[src/hdl/plc_pkg.sv]
// ----------------------------------------------------------------------------
// PSI limiter coefficients package
// Sizes, limits, register addresses and sequencer states of the block.
// ----------------------------------------------------------------------------
package plc_pkg;

	localparam int MAX_NODES  = 8;
	localparam int IDX_W      = (MAX_NODES > 1) ? $clog2(MAX_NODES) : 1;
	localparam int CNT_W      = $clog2(MAX_NODES + 1);

	localparam int RATIO_W    = 24;
	localparam int SUM_W      = 30;
	localparam int COEF_W     = 17;
	localparam int FLOOR_W    = 16;
	localparam int DATA_W     = 32;
	localparam int ADDR_W     = 3;

	localparam logic [RATIO_W-1:0] RATIO_MAX = {RATIO_W{1'b1}};
	localparam logic [SUM_W-1:0]   SUM_MAX   = {SUM_W{1'b1}};
	localparam logic [COEF_W-1:0]  COEF_ONE  = 17'h10000;
	localparam logic [FLOOR_W-1:0] FLOOR_RST = 16'd1;

	// Divider step counts: item ratio gives 24 quotient bits, coefficient 17.
	localparam int STEP_W = 5;
	localparam logic [STEP_W-1:0] ITEM_STEPS = 5'd24;
	localparam logic [STEP_W-1:0] COEF_STEPS = 5'd17;

	// Register index, taken from the word-address bit of paddr.
	localparam logic REG_RATIO_FLOOR = 1'b0;

	typedef enum logic [2:0] {
		ST_IDLE,
		ST_LOAD,
		ST_DIV,
		ST_STORE,
		ST_CLOAD,
		ST_CDIV,
		ST_EMIT
	} state_t;

endpackage

[src/hdl/psi_limiter_coefficients_top.sv]
// ----------------------------------------------------------------------------
// PSI limiter coefficients
// Per-node residual ratios, stored and summed, then one coefficient per node.
// ----------------------------------------------------------------------------
// Busy: an accepted transaction that skips the divider (zero total, zero residual,
// sign mismatch, saturation) runs load and store, else load, 24 division steps, store.
// A last transaction then runs, per stored node, a load, up to 17 divider steps and an
// emit; each strobe follows its emit in the next cycle; the receiver cannot stall it.
// Transactions: none is taken while busy; the divider is shared by both divisions.
// Reset: asynchronous; clears the element state and sets ratio_floor to 1, store undefined.
module psi_limiter_coefficients_top (
	input  logic                          clk,
	input  logic                          arst_n,
	// command side
	input  logic                          start,
	output logic                          busy,
	input  logic signed [31:0]            residual,
	input  logic signed [31:0]            total,
	input  logic                          last,
	// result side
	output logic                          strobe,
	output logic [plc_pkg::COEF_W-1:0]    coefficient,
	output logic                          last_coefficient,
	output logic                          zero_total,
	// configuration port
	input  logic                          psel,
	input  logic                          penable,
	input  logic                          pwrite,
	input  logic [plc_pkg::ADDR_W-1:0]    paddr,
	input  logic [plc_pkg::DATA_W-1:0]    pwdata,
	output logic [plc_pkg::DATA_W-1:0]    prdata,
	output logic                          pready
);
	import plc_pkg::*;

	state_t state_q, state_d;

	// Configuration
	logic [FLOOR_W-1:0] ratio_floor_q;

	// Captured transaction
	logic signed [31:0] res_q, tot_q;
	logic               last_q;

	// Element state
	logic [RATIO_W-1:0] ratio_store [MAX_NODES];
	logic [SUM_W-1:0]   ratio_sum_q;
	logic [CNT_W-1:0]   node_count_q;
	logic               zero_seen_q;
	logic [IDX_W-1:0]   k_q;

	// Shared divider
	logic [31:0]        rem_q;
	logic [31:0]        div_q;
	logic [RATIO_W-1:0] dlo_q;
	logic [RATIO_W-1:0] quo_q;
	logic [STEP_W-1:0]  cnt_q;

	// Result registers
	logic               strobe_q;
	logic [COEF_W-1:0]  coef_q;
	logic               last_coef_q;
	logic               zero_q;

	// Sequencer controls
	logic accept, do_load, do_step, do_store, do_cload, do_emit, step_done;

	// ------------------------------------------------------------------
	// Configuration port: always ready, one register at word 0.
	// ------------------------------------------------------------------
	assign pready = 1'b1;

	always_comb begin
		prdata = '0;
		if (paddr[2] == REG_RATIO_FLOOR) begin
			prdata = DATA_W'(ratio_floor_q);
		end
	end

	always_ff @(posedge clk or negedge arst_n) begin
		if (!arst_n) begin
			ratio_floor_q <= FLOOR_RST;
		end else if (psel && penable && pwrite && pready && paddr[2] == REG_RATIO_FLOOR) begin
			ratio_floor_q <= pwdata[FLOOR_W-1:0];
		end
	end

	// ------------------------------------------------------------------
	// Datapath helpers
	// ------------------------------------------------------------------
	logic [31:0]        res_mag, tot_mag;
	logic               ratio_sat;
	logic [32:0]        shifted;
	logic [33:0]        diff;
	logic               ge;
	logic [RATIO_W-1:0] floor_ext, ratio_final, ratio_rd;
	logic [SUM_W:0]     sum_add;
	logic [SUM_W-1:0]   sum_next;
	logic               store_full;
	logic               coef_big;
	logic               is_final;

	// Magnitudes of the captured operands; -2^31 maps to 2^31.
	assign res_mag   = res_q[31] ? (~res_q + 32'sd1) : res_q;
	assign tot_mag   = tot_q[31] ? (~tot_q + 32'sd1) : tot_q;
	// Quotient would exceed 24 bits exactly when |res| >= |tot| * 256.
	assign ratio_sat = {8'd0, res_mag} >= {tot_mag, 8'd0};

	// One restoring step: shift in the next dividend bit, trial subtract.
	assign shifted = {rem_q, dlo_q[RATIO_W-1]};
	assign diff    = {1'b0, shifted} - {2'b00, div_q};
	assign ge      = ~diff[33];

	assign floor_ext   = RATIO_W'(ratio_floor_q);
	assign ratio_final = (quo_q < floor_ext) ? floor_ext : quo_q;

	assign store_full = (node_count_q == CNT_W'(MAX_NODES));
	assign sum_add    = {1'b0, ratio_sum_q} + (SUM_W + 1)'(ratio_final);
	assign sum_next   = sum_add[SUM_W] ? SUM_MAX : sum_add[SUM_W-1:0];

	assign ratio_rd = ratio_store[k_q];
	// Coefficient saturates once the ratio reaches twice the sum.
	assign coef_big = {7'd0, ratio_rd} >= {ratio_sum_q, 1'b0};
	assign is_final = (CNT_W'(k_q) + CNT_W'(1)) == node_count_q;

	assign step_done = (cnt_q == STEP_W'(1));
	assign accept    = start && !busy;

	// ------------------------------------------------------------------
	// Sequencer: next state
	// ------------------------------------------------------------------
	always_comb begin
		state_d = state_q;
		unique case (state_q)
			ST_IDLE: begin
				if (start) state_d = ST_LOAD;
			end
			ST_LOAD: begin
				// Special cases skip the divider.
				if (tot_q == 32'sd0 || (res_q[31] != tot_q[31]) || res_q == 32'sd0 || ratio_sat) begin
					state_d = ST_STORE;
				end else begin
					state_d = ST_DIV;
				end
			end
			ST_DIV: begin
				if (step_done) state_d = ST_STORE;
			end
			ST_STORE: begin
				state_d = last_q ? ST_CLOAD : ST_IDLE;
			end
			ST_CLOAD: begin
				if (ratio_sum_q == '0 || coef_big) begin
					state_d = ST_EMIT;
				end else begin
					state_d = ST_CDIV;
				end
			end
			ST_CDIV: begin
				if (step_done) state_d = ST_EMIT;
			end
			ST_EMIT: begin
				state_d = is_final ? ST_IDLE : ST_CLOAD;
			end
			default: state_d = ST_IDLE;
		endcase
	end

	// ------------------------------------------------------------------
	// Sequencer: controls
	// ------------------------------------------------------------------
	always_comb begin
		busy     = 1'b1;
		do_load  = 1'b0;
		do_step  = 1'b0;
		do_store = 1'b0;
		do_cload = 1'b0;
		do_emit  = 1'b0;
		unique case (state_q)
			ST_IDLE:  busy     = 1'b0;
			ST_LOAD:  do_load  = 1'b1;
			ST_DIV:   do_step  = 1'b1;
			ST_STORE: do_store = 1'b1;
			ST_CLOAD: do_cload = 1'b1;
			ST_CDIV:  do_step  = 1'b1;
			ST_EMIT:  do_emit  = 1'b1;
			default:  busy     = 1'b1;
		endcase
	end

	always_ff @(posedge clk or negedge arst_n) begin
		if (!arst_n) begin
			state_q <= ST_IDLE;
		end else begin
			state_q <= state_d;
		end
	end

	// ------------------------------------------------------------------
	// Control registers: element state and result strobe
	// ------------------------------------------------------------------
	always_ff @(posedge clk or negedge arst_n) begin
		if (!arst_n) begin
			ratio_sum_q  <= '0;
			node_count_q <= '0;
			zero_seen_q  <= 1'b0;
			k_q          <= '0;
			cnt_q        <= '0;
			strobe_q     <= 1'b0;
		end else begin
			strobe_q <= do_emit;
			if (do_load) begin
				// A zero total marks the element even when the store is full.
				if (tot_q == 32'sd0) zero_seen_q <= 1'b1;
				cnt_q <= ITEM_STEPS;
			end
			if (do_step) begin
				cnt_q <= cnt_q - STEP_W'(1);
			end
			if (do_store) begin
				k_q <= '0;
				if (!store_full) begin
					node_count_q <= node_count_q + CNT_W'(1);
					ratio_sum_q  <= sum_next;
				end
			end
			if (do_cload) begin
				cnt_q <= COEF_STEPS;
			end
			if (do_emit) begin
				if (is_final) begin
					// Clear the element for the next one.
					ratio_sum_q  <= '0;
					node_count_q <= '0;
					zero_seen_q  <= 1'b0;
				end else begin
					k_q <= k_q + IDX_W'(1);
				end
			end
		end
	end

	// ------------------------------------------------------------------
	// Payload registers: captured operands, divider, store, results
	// ------------------------------------------------------------------
	always_ff @(posedge clk) begin
		if (accept) begin
			res_q  <= residual;
			tot_q  <= total;
			last_q <= last;
		end
		if (do_load) begin
			// Seed quotient with the special-case ratio; the divider overwrites it.
			if (tot_q == 32'sd0) begin
				quo_q <= RATIO_MAX;
			end else if ((res_q[31] != tot_q[31]) || res_q == 32'sd0) begin
				quo_q <= floor_ext;
			end else if (ratio_sat) begin
				quo_q <= RATIO_MAX;
			end
			rem_q <= res_mag >> 8;
			div_q <= tot_mag;
			dlo_q <= {res_mag[7:0], 16'd0};
		end
		if (do_step) begin
			rem_q <= ge ? diff[31:0] : shifted[31:0];
			quo_q <= {quo_q[RATIO_W-2:0], ge};
			dlo_q <= {dlo_q[RATIO_W-2:0], 1'b0};
		end
		if (do_store && !store_full) begin
			ratio_store[node_count_q[IDX_W-1:0]] <= ratio_final;
		end
		if (do_cload) begin
			if (ratio_sum_q == '0) begin
				quo_q <= '0;
			end else if (coef_big) begin
				quo_q <= RATIO_W'(COEF_ONE);
			end
			rem_q <= 32'(ratio_rd >> 1);
			div_q <= 32'(ratio_sum_q);
			dlo_q <= {ratio_rd[0], 23'd0};
		end
		if (do_emit) begin
			coef_q      <= (quo_q[COEF_W-1:0] > COEF_ONE) ? COEF_ONE : quo_q[COEF_W-1:0];
			last_coef_q <= is_final;
			zero_q      <= zero_seen_q;
		end
	end

	assign strobe           = strobe_q;
	assign coefficient      = coef_q;
	assign last_coefficient = last_coef_q;
	assign zero_total       = zero_q;

	// ------------------------------------------------------------------
	// Assertions
	// ------------------------------------------------------------------
	// An accepted transaction always holds the block busy in the next cycle.
	a_accept_busy: assert property (@(posedge clk) disable iff (!arst_n)
		accept |=> busy)
		else $error("accepted transaction did not raise busy");

	// The final coefficient of an element leaves the block idle again.
	a_final_idle: assert property (@(posedge clk) disable iff (!arst_n)
		strobe && last_coefficient |-> !busy && node_count_q == '0)
		else $error("element state not cleared after final coefficient");

	// The store never counts beyond its depth.
	a_count_bound: assert property (@(posedge clk) disable iff (!arst_n)
		node_count_q <= CNT_W'(MAX_NODES))
		else $error("node count beyond store depth");

	// A coefficient never exceeds one.
	a_coef_bound: assert property (@(posedge clk) disable iff (!arst_n)
		strobe |-> coefficient <= COEF_ONE)
		else $error("coefficient above one");

endmodule

[config.mk]
export PLATFORM = sky130hd
export DESIGN_NAME = psi_limiter_coefficients_top
export DESIGN_NICKNAME = d
export VERILOG_FILES = /design/src/hdl/plc_pkg.sv /design/src/hdl/psi_limiter_coefficients_top.sv
export SDC_FILE = /design/constraint.sdc
export NUM_CORES = 1
export LEC_CHECK = 0
export ABC_CLOCK_PERIOD_IN_PS = 5800
export BUFFER_PORTS_ARGS = -buffer_cell sky130_fd_sc_hd__buf_2
export CAP_MARGIN = 20
export CORE_MARGIN = 3
export CORE_UTILIZATION = 50
export CTS_CLUSTER_DIAMETER = 200
export DETAILED_ROUTE_END_ITERATION = 16
export GPL_TIMING_DRIVEN = 0
export PLACE_DENSITY = 0.68
export RECOVER_POWER = 50
export SYNTH_ARGS = -nofsm -noshare
export SYNTH_HDL_FRONTEND = slang
export SYNTH_SLANG_ARGS = --single-unit
[constraint.sdc]
create_clock -name clk -period 5.8 [get_ports clk]
set_input_delay 0 -clock clk [delete_from_list [all_inputs] [get_ports clk]]
set_output_delay 0 -clock clk [all_outputs]
set_load 0.03 [all_outputs]
==> metrics.csv <==
metric,value,unit
status,finished with violations,
failing checks,"max-capacitance violations, max-slew violations",
Max-slew headroom,-117,%
pwr/cell area,600,nW/um^2
met3 wire length,6.30,mm
clk sinks,435,
Die Span Y,223,microns
WHS,0.0720,ns
final wirelength,70.2,mm
WL met2,31.9,mm
Core ar.,45900,sq um
CTS root buf,clkbuf_16,
dpl hpwl,51.3,mm
drt first pass iters,7,
Met1 Wirelength,29.4,mm
Routed Antenna Nets,0,
WP data required,6.27,ns
max-slew violation count,141,
f_max,0.182,GHz
Synth area leaders,"edfxtp_1 (42%), ha_1 (6.7%), dfrtp_1 (6.6%), mux4_2 (4.6%), dfxtp_1 (3.6%)",
GPL Wtd Cong,0.988,
most numerous cell in the Yosys netlist,edfxtp_1,
CTS Buffer Depth,3,
Clock Skew,0.0258,ns
VDD IR max,355,uV
Top Layer Used,met4,
Worst-path clk slew,0.07,ns
Syn Std Cell Area,23500,sq um
maxcap violations,4,
antenna diode count,0,
Gate Count Post-Synth,2005,
RSZ-0062 raised after global routing,false,
number of synthesized flops with an enable pin,330,
P_leak,10.5,nW
Post-synth top cells,"edfxtp_1 (330), nor2_1 (143), nand2_1 (130), ha_1 (125), o21ai_0 (122)",
Clock Latency Late Sink,0.59,ns
die area,49600,sq um
die width,223,microns
post-synthesis async set-or-reset flop share,14.5,%
# H-tree levels,2,
antenna violations before repair,1,
layout cell share with drive strength beyond 1,14.5,%
Netlist cell types,86,
worst-margin pin slew,3.26,ns
DRC viols,0,
filler cell count,3635,
CTS tree,built,
Worst setup EP type,flop,
"Data arrival, critical path",5.98,ns
initial DRC count,1972,
"delay-heaviest family, CP",compound AO/OA/AOI/OAI gates,
syn avg cell area,11.7,sq um
"area leader, netlist",edfxtp_1,
Area Overhead vs Synth,17.3,%
first-pass GRT wire length,107,mm
Final setup viols,0,
Num CTS Buffers,44,
Worst Setup Start Kind,flop,
vias in the first global route,17675,
"slowest stage delay, CP",0.41,ns
# port buffers,123,
num rows,78,
largest net degree at the start of global routing,55,
Synth Register Bits,435,
via count,18161,
Starting Density,51.1,%
Ys Warns,0,
sequential-to-total area share from yosys stat,52.5,%
IO Count,160,
Synth Flop Type,edfxtp_1,
Hold Crit Class,input port to flop,
vias per inst,6.19,
Total Routing Usage GR,27.9,%
CP Class,flop to flop,
NumNets Final,2532,
min cycle time layout,5.51,ns
Final Hold Fails,0,
Total Power,16.5,mW
slowest CP cell,dfrtp_1,
Critical Path Fanout Max,10,
worst path bufs/invs,4,
post-synth top area share,42.2,%
fin crit share,94.9,%
grt ovf,0,
Wirelength per Cell,23.9,microns
layout by cell type, fill, tap and decap left out, drive strengths merged, types with 42 or more instances in the layout:
cell and count:
a21o 44, a21oi 109, buf 114, clkbuf 214, dfrtp 62, dfxtp 42
dlygate4sd3 85, edfxtp 330, ha 125, inv 116, mux2 56, mux4 48
nand2 130, nor2 144, o21ai 130, xnor2 61, xor2 47
per-layer routing:
| metal | up-vias | track usage, % |
|---|---|---|
| li1 | 8124 | - |
| met1 | 8955 | 39.3 |
| met2 | 932 | 43.5 |
| met3 | 150 | 5.52 |
| met4 | 0 | 9.89 |
| met5 | - | 0 |
worst register-to-register path, stage by stage, from the launching register on:
cell      delay, ns
dfrtp_1        0.41
inv_1          0.10
ha_1           0.30
a21o_1         0.15
a21oi_1        0.14
nor2b_1        0.06
o21ai_0        0.14
nand2b_1       0.08
a21oi_1        0.16
o21ai_1        0.14
a31oi_4        0.21
clkbuf_4       0.28
mux2_4         0.28
ha_1           0.24
inv_1          0.07
fa_1           0.40
nor2b_1        0.12
o21ai_0        0.14
a21oi_2        0.24
o22ai_2        0.13
o31a_1         0.32
o211ai_1       0.30
a211o_2        0.32
a21oi_4        0.13
clkbuf_2       0.24
a221oi_1       0.32
timing repair:
action                                  CTS  global route
setup buffers                             1             2
pin swaps                                 1             2
resized for setup                        15            18
hold endpoints to repair                153             0
endpoints found under the setup margin   53            50
hold buffers                             85             0
path summary, 6_finish.rpt:
path                                       start  cells after the start  slack, ns                to
worst max-delay path            ratio_floor_q[1]                     25       0.29   ratio_sum_q[21]
worst min-delay path                      pwrite                      3       0.07  ratio_floor_q[5]
worst max register to register  ratio_floor_q[1]                     25       0.29   ratio_sum_q[21]
worst min register to register         rem_q[31]                      2       0.47         rem_q[31]
max in group asynchronous                 arst_n                      4       2.15  ratio_floor_q[2]
min in group asynchronous                 arst_n                      4       1.15          cnt_q[2]
flip-flops by register name, summed over array words and instances, names as in the netlist:
| register | cells |
|---|---|
| zero_seen_q | 1 |
| ratio_store | 192 |
| cnt_q | 5 |
| quo_q | 24 |
| zero_total | 1 |
| tot_q | 32 |
| coefficient | 17 |
| k_q | 3 |
| strobe | 1 |
| ratio_floor_q | 16 |
| state_q | 3 |
| node_count_q | 4 |
| ratio_sum_q | 30 |
| div_q | 32 |
| dlo_q | 8 |
| last_q | 1 |
| res_q | 32 |
| rem_q | 32 |
| last_coefficient | 1 |
where the power goes:
part	switching, mW	internal [mW]
clock	1.26	1.77
sequential	0.669	4.51
combinational	5.13	3.18
layout make-up:
class / count / area [sq um] / area share (%)
tap: 600 / 751 / 2.73
sequential: 435 / 12300 / 44.8
clock buffer: 61 / 1230 / 4.45
inverter: 114 / 428 / 1.55
clock inverter: 21 / 294 / 1.07
buffer: 119 / 553 / 2.01
timing repair buffer: 233 / 1670 / 6.06
multi-input combinational: 1352 / 10300 / 37.3
metrics by stage:
stage,setup slack [ns],utilization [%],cell area (sq um),std cells,setup TNS (ns)
after CTS,0.0579,60.3,27700,2931,0
after detailed placement,-1.09,55.0,25200,2763,-40.74
after global routing,0.0315,60.0,27500,2935,0
after global placement,-1.69,54.2,24900,2743,-104.60
after floorplan,0.579,-,23500,2020,0
final,0.295,60.0,27500,2935,0
logic make-up after synthesis:
kind of cell    Yosys count  share of synthesized area (%)
compound gates          514                           14.9
xor+xnor                108                           4.03
other cells               2                         0.0320
fa+ha+maj               127                           6.84
simple gates            474                           9.87
buf+inv                 233                           4.11
flops                   435                           52.5
mux                     112                           7.64
No activity file was read; power rests on OpenSTA's default activity.
